==> src/hw/rtl/lcls_pkg.sv <==
package lcls_pkg;

   localparam int CUBE_SIDE = 8;
   localparam int PLANE = 8;
   localparam int COORD_W = 3;
   localparam int BYTE_W = 8;
   localparam int ROW_W = PLANE * BYTE_W;
   localparam int ROW_ORDER_W = PLANE * COORD_W;
   localparam logic [ROW_ORDER_W-1:0] ROW_ORDER_RESET = ROW_ORDER_W'(5498056);

   typedef enum logic [1:0] {
      REQ_WRITE  = 2'd0,
      REQ_CLEAR  = 2'd1,
      REQ_COMMIT = 2'd2,
      REQ_TICK   = 2'd3
   } req_code_type;

   typedef enum logic [2:0] {
      ST_IDLE,
      ST_WR_READ,
      ST_WR_BACK,
      ST_CM_READ,
      ST_CM_WRITE,
      ST_TK_READ,
      ST_TK_EMIT
   } state_type;

   typedef struct packed {
      logic load_req;
      logic clear_draft;
      logic draft_read;
      logic draft_write;
      logic draft_use_count;
      logic shown_read;
      logic shown_write;
      logic step_layer;
      logic count_clear;
      logic count_inc;
      logic rsp_valid;
   } cmd_type;

   typedef struct packed {
      logic last_row;
      logic last_copy;
   } status_type;

endpackage

==> src/hw/rtl/led_cube_layer_scan_refresh.sv <==
// Channel   Direction  Handshake            Payload
// req_      in         req_valid/req_ready  type, coord_x/y/z, led_on
// rsp_      out        rsp_valid/rsp_ready  layer, row_address, column_bits, last_row
// csr_      in         csr_wr_en            row_order
//
// A LED write reads, modifies and writes back one draft row, a draft clear empties
// the draft, and a commit moves it one 64-bit plane row at a time through the draft
// memory port. A refresh tick reads the next layer and emits its rows as row beats.
// One item is in flight at a time; req_ready is low until it is finished.
// Reset is synchronous and needs no clearing pass; both stores read as zero.
// A stall on rsp_ready holds the current row beat and the whole block.
module led_cube_layer_scan_refresh (
   input  logic                                  clock,
   input  logic                                  reset,
   input  logic                                  req_valid,
   output logic                                  req_ready,
   input  logic [1:0]                            req_type,
   input  logic [lcls_pkg::COORD_W-1:0]          req_coord_x,
   input  logic [lcls_pkg::COORD_W-1:0]          req_coord_y,
   input  logic [lcls_pkg::COORD_W-1:0]          req_coord_z,
   input  logic                                  req_led_on,
   output logic                                  rsp_valid,
   input  logic                                  rsp_ready,
   output logic [lcls_pkg::COORD_W-1:0]          rsp_layer,
   output logic [lcls_pkg::COORD_W-1:0]          rsp_row_address,
   output logic [lcls_pkg::BYTE_W-1:0]           rsp_column_bits,
   output logic                                  rsp_last_row,
   input  logic                                  csr_wr_en,
   input  logic [lcls_pkg::ROW_ORDER_W-1:0]      csr_wr_data
);

   lcls_pkg::cmd_type    cmd;
   lcls_pkg::status_type status;

   lcls_ctrl u_ctrl (
      .clock     (clock),
      .reset     (reset),
      .req_valid (req_valid),
      .req_ready (req_ready),
      .req_type  (req_type),
      .rsp_ready (rsp_ready),
      .status    (status),
      .cmd       (cmd)
   );

   lcls_dp u_dp (
      .clock           (clock),
      .reset           (reset),
      .cmd             (cmd),
      .status          (status),
      .csr_wr_en       (csr_wr_en),
      .csr_wr_data     (csr_wr_data),
      .req_coord_x     (req_coord_x),
      .req_coord_y     (req_coord_y),
      .req_coord_z     (req_coord_z),
      .req_led_on      (req_led_on),
      .rsp_layer       (rsp_layer),
      .rsp_row_address (rsp_row_address),
      .rsp_column_bits (rsp_column_bits),
      .rsp_last_row    (rsp_last_row)
   );

   assign rsp_valid = cmd.rsp_valid;

endmodule

==> src/hw/rtl/lcls_ctrl.sv <==
module lcls_ctrl (
   input  logic                  clock,
   input  logic                  reset,
   input  logic                  req_valid,
   output logic                  req_ready,
   input  logic [1:0]            req_type,
   input  logic                  rsp_ready,
   input  lcls_pkg::status_type  status,
   output lcls_pkg::cmd_type     cmd
);

   lcls_pkg::state_type state_ff, state_in;
   logic                accept;

   always_ff @(posedge clock) begin
      if (reset) begin
         state_ff <= lcls_pkg::ST_IDLE;
      end else begin
         state_ff <= state_in;
      end
   end

   always_comb begin
      state_in  = state_ff;
      cmd       = '0;
      req_ready = 1'b0;
      accept    = 1'b0;
      unique case (state_ff)
         lcls_pkg::ST_IDLE: begin
            req_ready = !reset;
            accept    = req_valid && !reset;
            if (accept) begin
               cmd.load_req = 1'b1;
               unique case (lcls_pkg::req_code_type'(req_type))
                  lcls_pkg::REQ_WRITE: begin
                     state_in = lcls_pkg::ST_WR_READ;
                  end
                  lcls_pkg::REQ_CLEAR: begin
                     cmd.clear_draft = 1'b1;
                  end
                  lcls_pkg::REQ_COMMIT: begin
                     cmd.count_clear = 1'b1;
                     state_in        = lcls_pkg::ST_CM_READ;
                  end
                  lcls_pkg::REQ_TICK: begin
                     cmd.count_clear = 1'b1;
                     cmd.step_layer  = 1'b1;
                     state_in        = lcls_pkg::ST_TK_READ;
                  end
               endcase
            end
         end
         lcls_pkg::ST_WR_READ: begin
            cmd.draft_read = 1'b1;
            state_in       = lcls_pkg::ST_WR_BACK;
         end
         lcls_pkg::ST_WR_BACK: begin
            cmd.draft_write = 1'b1;
            state_in        = lcls_pkg::ST_IDLE;
         end
         lcls_pkg::ST_CM_READ: begin
            cmd.draft_read      = 1'b1;
            cmd.draft_use_count = 1'b1;
            state_in            = lcls_pkg::ST_CM_WRITE;
         end
         lcls_pkg::ST_CM_WRITE: begin
            cmd.shown_write = 1'b1;
            cmd.count_inc   = 1'b1;
            if (status.last_copy) begin
               state_in = lcls_pkg::ST_IDLE;
            end else begin
               state_in = lcls_pkg::ST_CM_READ;
            end
         end
         lcls_pkg::ST_TK_READ: begin
            cmd.shown_read = 1'b1;
            state_in       = lcls_pkg::ST_TK_EMIT;
         end
         lcls_pkg::ST_TK_EMIT: begin
            cmd.rsp_valid = 1'b1;
            if (rsp_ready) begin
               cmd.count_inc = 1'b1;
               if (status.last_row) begin
                  state_in = lcls_pkg::ST_IDLE;
               end
            end
         end
         default: begin
            state_in = lcls_pkg::ST_IDLE;
         end
      endcase
   end

endmodule

==> src/hw/rtl/lcls_dp.sv <==
module lcls_dp (
   input  logic                                  clock,
   input  logic                                  reset,
   input  lcls_pkg::cmd_type                     cmd,
   output lcls_pkg::status_type                  status,
   input  logic                                  csr_wr_en,
   input  logic [lcls_pkg::ROW_ORDER_W-1:0]      csr_wr_data,
   input  logic [lcls_pkg::COORD_W-1:0]          req_coord_x,
   input  logic [lcls_pkg::COORD_W-1:0]          req_coord_y,
   input  logic [lcls_pkg::COORD_W-1:0]          req_coord_z,
   input  logic                                  req_led_on,
   output logic [lcls_pkg::COORD_W-1:0]          rsp_layer,
   output logic [lcls_pkg::COORD_W-1:0]          rsp_row_address,
   output logic [lcls_pkg::BYTE_W-1:0]           rsp_column_bits,
   output logic                                  rsp_last_row
);

   localparam int CW = lcls_pkg::COORD_W;
   localparam int RW = lcls_pkg::ROW_W;
   localparam int PL = lcls_pkg::PLANE;

   logic [lcls_pkg::ROW_ORDER_W-1:0] row_order_ff;
   logic [CW-1:0]                    x_ff, y_ff, z_ff;
   logic                             on_ff;
   logic [CW-1:0]                    layer_ff;
   logic [CW-1:0]                    count_ff;

   logic [RW-1:0] draft_mem [PL];
   logic [RW-1:0] shown_mem [PL];
   logic [PL-1:0] draft_vld_ff;
   logic [PL-1:0] shown_vld_ff;
   logic [RW-1:0] draft_rd_ff;
   logic          draft_rd_vld_ff;
   logic [RW-1:0] shown_rd_ff;
   logic          shown_rd_vld_ff;

   logic [CW-1:0] draft_addr;
   logic [RW-1:0] draft_row;
   logic [RW-1:0] draft_mod;
   logic [RW-1:0] shown_row;
   logic          on_cube;
   logic [CW-1:0] row_addr;

   always_ff @(posedge clock) begin
      if (reset) begin
         row_order_ff <= lcls_pkg::ROW_ORDER_RESET;
      end else if (csr_wr_en) begin
         row_order_ff <= csr_wr_data;
      end
   end

   always_ff @(posedge clock) begin
      if (cmd.load_req) begin
         x_ff  <= req_coord_x;
         y_ff  <= req_coord_y;
         z_ff  <= req_coord_z;
         on_ff <= req_led_on;
      end
   end

   always_ff @(posedge clock) begin
      if (reset) begin
         layer_ff <= CW'(lcls_pkg::CUBE_SIDE - 1);
      end else if (cmd.step_layer) begin
         if (int'(layer_ff) >= lcls_pkg::CUBE_SIDE - 1) begin
            layer_ff <= '0;
         end else begin
            layer_ff <= layer_ff + CW'(1);
         end
      end
   end

   always_ff @(posedge clock) begin
      if (reset) begin
         count_ff <= '0;
      end else if (cmd.count_clear) begin
         count_ff <= '0;
      end else if (cmd.count_inc) begin
         count_ff <= count_ff + CW'(1);
      end
   end

   assign status.last_row  = (int'(count_ff) == lcls_pkg::CUBE_SIDE - 1);
   assign status.last_copy = (int'(count_ff) == PL - 1);

   assign draft_addr = cmd.draft_use_count ? count_ff : z_ff;
   assign draft_row  = draft_rd_vld_ff ? draft_rd_ff : '0;
   assign on_cube    = (int'(x_ff) < lcls_pkg::CUBE_SIDE) &&
                       (int'(y_ff) < lcls_pkg::CUBE_SIDE) &&
                       (int'(z_ff) < lcls_pkg::CUBE_SIDE);

   always_comb begin
      draft_mod = draft_row;
      draft_mod[{y_ff, x_ff}] = on_ff;
   end

   always_ff @(posedge clock) begin
      if (cmd.draft_write && on_cube) begin
         draft_mem[z_ff] <= draft_mod;
      end
      if (cmd.draft_read) begin
         draft_rd_ff <= draft_mem[draft_addr];
      end
   end

   always_ff @(posedge clock) begin
      if (reset) begin
         draft_vld_ff    <= '0;
         draft_rd_vld_ff <= 1'b0;
      end else begin
         if (cmd.clear_draft) begin
            draft_vld_ff <= '0;
         end else if (cmd.draft_write && on_cube) begin
            draft_vld_ff[z_ff] <= 1'b1;
         end
         if (cmd.draft_read) begin
            draft_rd_vld_ff <= draft_vld_ff[draft_addr];
         end
      end
   end

   always_ff @(posedge clock) begin
      if (cmd.shown_write) begin
         shown_mem[count_ff] <= draft_row;
      end
      if (cmd.shown_read) begin
         shown_rd_ff <= shown_mem[layer_ff];
      end
   end

   always_ff @(posedge clock) begin
      if (reset) begin
         shown_vld_ff    <= '0;
         shown_rd_vld_ff <= 1'b0;
      end else begin
         if (cmd.shown_write) begin
            shown_vld_ff[count_ff] <= 1'b1;
         end
         if (cmd.shown_read) begin
            shown_rd_vld_ff <= shown_vld_ff[layer_ff];
         end
      end
   end

   assign shown_row = shown_rd_vld_ff ? shown_rd_ff : '0;
   assign row_addr  = row_order_ff[CW * int'(count_ff) +: CW];

   always_comb begin
      rsp_column_bits = '0;
      for (int d = 0; d < lcls_pkg::BYTE_W; d++) begin
         if (d < lcls_pkg::CUBE_SIDE) begin
            rsp_column_bits[d] = shown_row[{CW'(d), row_addr}];
         end
      end
   end

   assign rsp_layer       = layer_ff;
   assign rsp_row_address = row_addr;
   assign rsp_last_row    = status.last_row;

endmodule

==> config.mk <==
export PLATFORM = sky130hd
export DESIGN_NAME = led_cube_layer_scan_refresh
export DESIGN_NICKNAME = d
export VERILOG_FILES = /design/src/hw/rtl/lcls_pkg.sv /design/src/hw/rtl/led_cube_layer_scan_refresh.sv /design/src/hw/rtl/lcls_ctrl.sv /design/src/hw/rtl/lcls_dp.sv
export SDC_FILE = /design/constraint.sdc
export NUM_CORES = 1
export LEC_CHECK = 0
export ABC_AREA = 0
export BUFFER_PORTS_ARGS = -buffer_cell sky130_fd_sc_hd__buf_2
export CORE_MARGIN = 3
export CORE_UTILIZATION = 30
export DETAILED_ROUTE_END_ITERATION = 16
export PLACE_DENSITY_LB_ADDON = 0.25
export SLEW_MARGIN = 20
export SYNTH_ARGS = -nofsm -noshare
export SYNTH_HDL_FRONTEND = slang
export SYNTH_SLANG_ARGS = --single-unit
==> constraint.sdc <==
create_clock -name clock -period 7 [get_ports clock]
set_input_delay 0.35 -clock clock [delete_from_list [all_inputs] [get_ports clock]]
set_output_delay 0.35 -clock clock [all_outputs]
set_load 0.1 [all_outputs]
==> run summary <==
The number of global-route vias before repair is 23090. The leakage power came out at 17.60 nW. In this run the cell area measured after placement is 49930 um2.

VDD sags by at most 249.6 uV. The routed design has 112000 um of wire. The detailed-route via count came out at 21760. The number of DRC markers after the initial detailed-route iteration came out at 1862. The critical path is of the flop to primary output type.

In this run, CTS created clock tree buffers numbering 130. The signal on the critical path passes through nand2b_1, o221a_1, nand2_1, mux4_2, a211o_1, buf_2. The max capacitance violation total is 0. The quantity of hold-fixing buffers added after cts came out at 36. The total nets after synthesis is 2240.

The worst hold slack across all endpoints came out at 76.90 ps. The worst setup path is launched from a flop. The wire-length estimate of the detail-placed layout is 60340 um. The net total in the final layout is 2398. Counting flops with a built-in enable in the synthesized netlist gives 1162.

Derived from the worst setup path, the maximum achievable clock frequency is 200.5 MHz. The power per standard cell area came out at 285.8 nW/um2. The flow ran to the end, and the final reports show no timing, DRC or antenna violations. The number of sinks driven by the clock tree is 1213. Yosys printed 0 warnings. Gates resized during post-CTS repair numbered 0. The total power is 15.53 mW.

The clock transition at the registers of the reported paths came out at 60 ps. The tree is rooted in a sky130_fd_sc_hd__clkbuf_16. At the pin with the least slew margin, the transition time is 1172 ps.

The count of final max-slew check failures is 0. The share of synthesized flip-flops with an asynchronous set or reset came out at 0%. The number of cells produced by synthesis came out at 2195. The largest buffer count on any clock path came out at 3. At the worst endpoint, the arrival time is 4640 ps. Leaving out fill and tap cells, the most frequent cells in the layout are 1162 x sky130_fd_sc_hd__edfxtp_1, 268 x sky130_fd_sc_hd__mux4_2, 134 x sky130_fd_sc_hd__clkbuf_16. The fraction of final layout cells with drive strength greater than 1 came out at 29.28%.

On the worst path, the slowest cell contributes a delay of 900 ps. The standard-cell row count came out at 144. The share of the synthesized area in the top cell type came out at 74.28%. The average detailed-routed wire length per instance is 24.89 um. The maximum number of pins on one net before global-route repair came out at 97.

The die boundary width is 401.7 um. STA classifies the critical path endpoint as a primary output. The floorplan die area is 161400 um2. Setup violations remaining at the end of the flow were counted as 0.

The worst-skew pair later-pin latency came out at 750 ps. The I/O pin count is 58. The initial utilization of the core area, before any placement, comes to 30.35%. The number of buffers inserted by post-CTS setup repair came out at 0. The count of final hold-check violations came to 0. In this run the most critical hold path is launched from req_valid. After synthesis, the cell types taking the most area are sky130_fd_sc_hd__edfxtp_1 74%, sky130_fd_sc_hd__mux4_2 13%, sky130_fd_sc_hd__mux2_2 3.1%.

The detailed-route DRC error count came out at 0. The start of the worst register-to-register path is u_ctrl.state_ff[2]$_SDFFE_PP0P_. The die outline height is 401.7 um.

The area growth from synthesis to layout is 15.68%. The setup TNS after final layout came out at 0 ps. The worst setup slack for register-to-register paths came out at 3270 ps. The number of fill cells came out at 14160. The count of H-tree levels built during CTS is 4. Of all cell types, the one taking the most synthesized area is sky130_fd_sc_hd__edfxtp_1. Summing all non-filler instances in the final layout gives an area of 54340 um2. The remaining global-route overflow came out at 0.

Data on the critical path is required at its endpoint by 6650 ps. The global-route wire length before repair is 163100 um. The relative slew slack came out at 21.47%. The most common library cell in the layout ignoring fill and taps is sky130_fd_sc_hd__edfxtp_1. The core area came out at 154800 um2. The mean instance size in the synthesized netlist came out at 21.40 um2. The total global-route track usage came out at 13.86%. The sequential area share after synthesis came out at 76.45%. TritonCTS built the clock tree. The register bit total from synthesis came out at 1213.

The worst hold path belongs to the class primary input to flop. The critical path starts at u_dp.count_ff[0]$_SDFFE_PP0P_. The netlist uses 45 different library cells. Subtracting the final worst setup slack from the clock period gives 4987 ps. The most used flip-flop cell after synthesis is sky130_fd_sc_hd__edfxtp_1. The final weighted congestion in routability-driven placement is 0.7099. For this design, the slowest cell found on the critical path is sky130_fd_sc_hd__dfxtp_1. The vias per cell came out at 4.834.

Between clock sinks in the finished design, the worst skew comes to 25.26 ps. The detail route stage leaves a number of antenna-violating nets equal to 0. Setup repair after global routing left no endpoint under its margin. The number of antenna violations at the first check in global routing is 6. In this run the worst path has a maximum fanout of 18. The total standard cell area after synthesis is 46980 um2.

Port buffering added 57 buffers. Before antenna repair, the detailed router went through 5 iterations. The final cycle utilization of the critical path is 71.24%.
## area by class of cell
type / count / area, um2 / share of cell area, %
multi-input cells: 855 / 10710 / 19.71
clock inverters: 59 / 511.7 / 0.9417
inverters: 6 / 22.52 / 0.04144
flip-flops and latches: 1213 / 35930 / 66.11
well taps: 2044 / 2557 / 4.706
clock buffers: 172 / 3506 / 6.451
repair buffers: 147 / 1096 / 2.017
diodes: 5 / 12.51 / 0.02302
## routing by layer
metal / up-vias / wire length [um] / share of wire [%] / global-route usage (%)
met5: - / 0 / 0 / 0
met4: 0 / 2057 / 1.8 / 3.874
met3: 121 / 5446 / 4.9 / 2.741
met2: 513 / 54150 / 48 / 22.38
met1: 11780 / 50370 / 45 / 19.11
li1: 9348 / - / - / -
## cell usage after synthesis, types with 14 or more instances
cell and instances:
sky130_fd_sc_hd__clkbuf_1 75, sky130_fd_sc_hd__edfxtp_1 1162, sky130_fd_sc_hd__nand3_1 20, sky130_fd_sc_hd__mux2_1 64, sky130_fd_sc_hd__nor2b_1 16, sky130_fd_sc_hd__buf_1 14
sky130_fd_sc_hd__o21ai_0 17, sky130_fd_sc_hd__mux2i_1 28, sky130_fd_sc_hd__dfxtp_1 51, sky130_fd_sc_hd__a21oi_1 25, sky130_fd_sc_hd__buf_2 23, sky130_fd_sc_hd__nor2_1 62
sky130_fd_sc_hd__a211o_1 20, sky130_fd_sc_hd__mux4_2 268, sky130_fd_sc_hd__mux2_2 130, sky130_fd_sc_hd__nand2_1 74, sky130_fd_sc_hd__and2_1 65
## metrics by stage
| stage | util, % | std cells | setup slack, ps |
|---|---|---|---|
| 2_1_floorplan | - | 2195 | 1021 |
| 3_3_place_gp | 32.26 | 4228 | 2888 |
| 3_5_place_dp | 32.26 | 4228 | 2730 |
| 4_1_cts | 35.09 | 4495 | 1920 |
| 5_1_grt | 35.11 | 4498 | 1800 |
| 6_report | 35.11 | 4501 | 2013 |
## registers in the layout, summed over array words and instances, names as in the netlist, 8 cells and up
name	cells
u_dp.shown_mem	512
u_dp.row_order_ff	24
u_dp.draft_rd_ff	64
u_dp.draft_mem	512
u_dp.shown_vld_ff	8
u_dp.draft_vld_ff	8
u_dp.shown_rd_ff	64
## cells by family after synthesis
logic type                 share of synthesized area (%)
AOI/OAI and AO/OA                                  1.262
and+or+nand+nor                                    2.874
buffers and inverters                              1.164
xor gates and xnor gates                         0.01865
muxes                                              18.12
adders and majority gates                         0.1065
DFF                                                76.45
## critical path: cells and delay by family (launching register included)
kind / cells / cell delay [ps]
AO/OA/AOI/OAI: 2 / 1140
buffers and inverters: 1 / 320
flip-flops: 1 / 900
multiplexers: 1 / 480
AND/OR/NAND/NOR: 2 / 1050
## power by group
part           internal, mW  switching (mW)
Sequential             8.09          0.0775
Combinational         0.345           0.503
Clock                  3.76            2.75
Total                  12.2            3.33
## path summary, 6_finish.rpt
| path | endpoint | depth (start not counted) |
|---|---|---|
| worst max-delay path | rsp_column_bits[4] | 6 |
| worst min-delay path | u_ctrl.state_ff[0]$_SDFFE_PP0P_ | 4 |
| worst max register to register | u_dp.draft_rd_ff[45]$_DFFE_PP_ | 6 |
| worst min register to register | u_dp.draft_vld_ff[7]$_SDFFE_PP0N_ | 1 |
No activity file was read; power rests on OpenSTA's default activity.
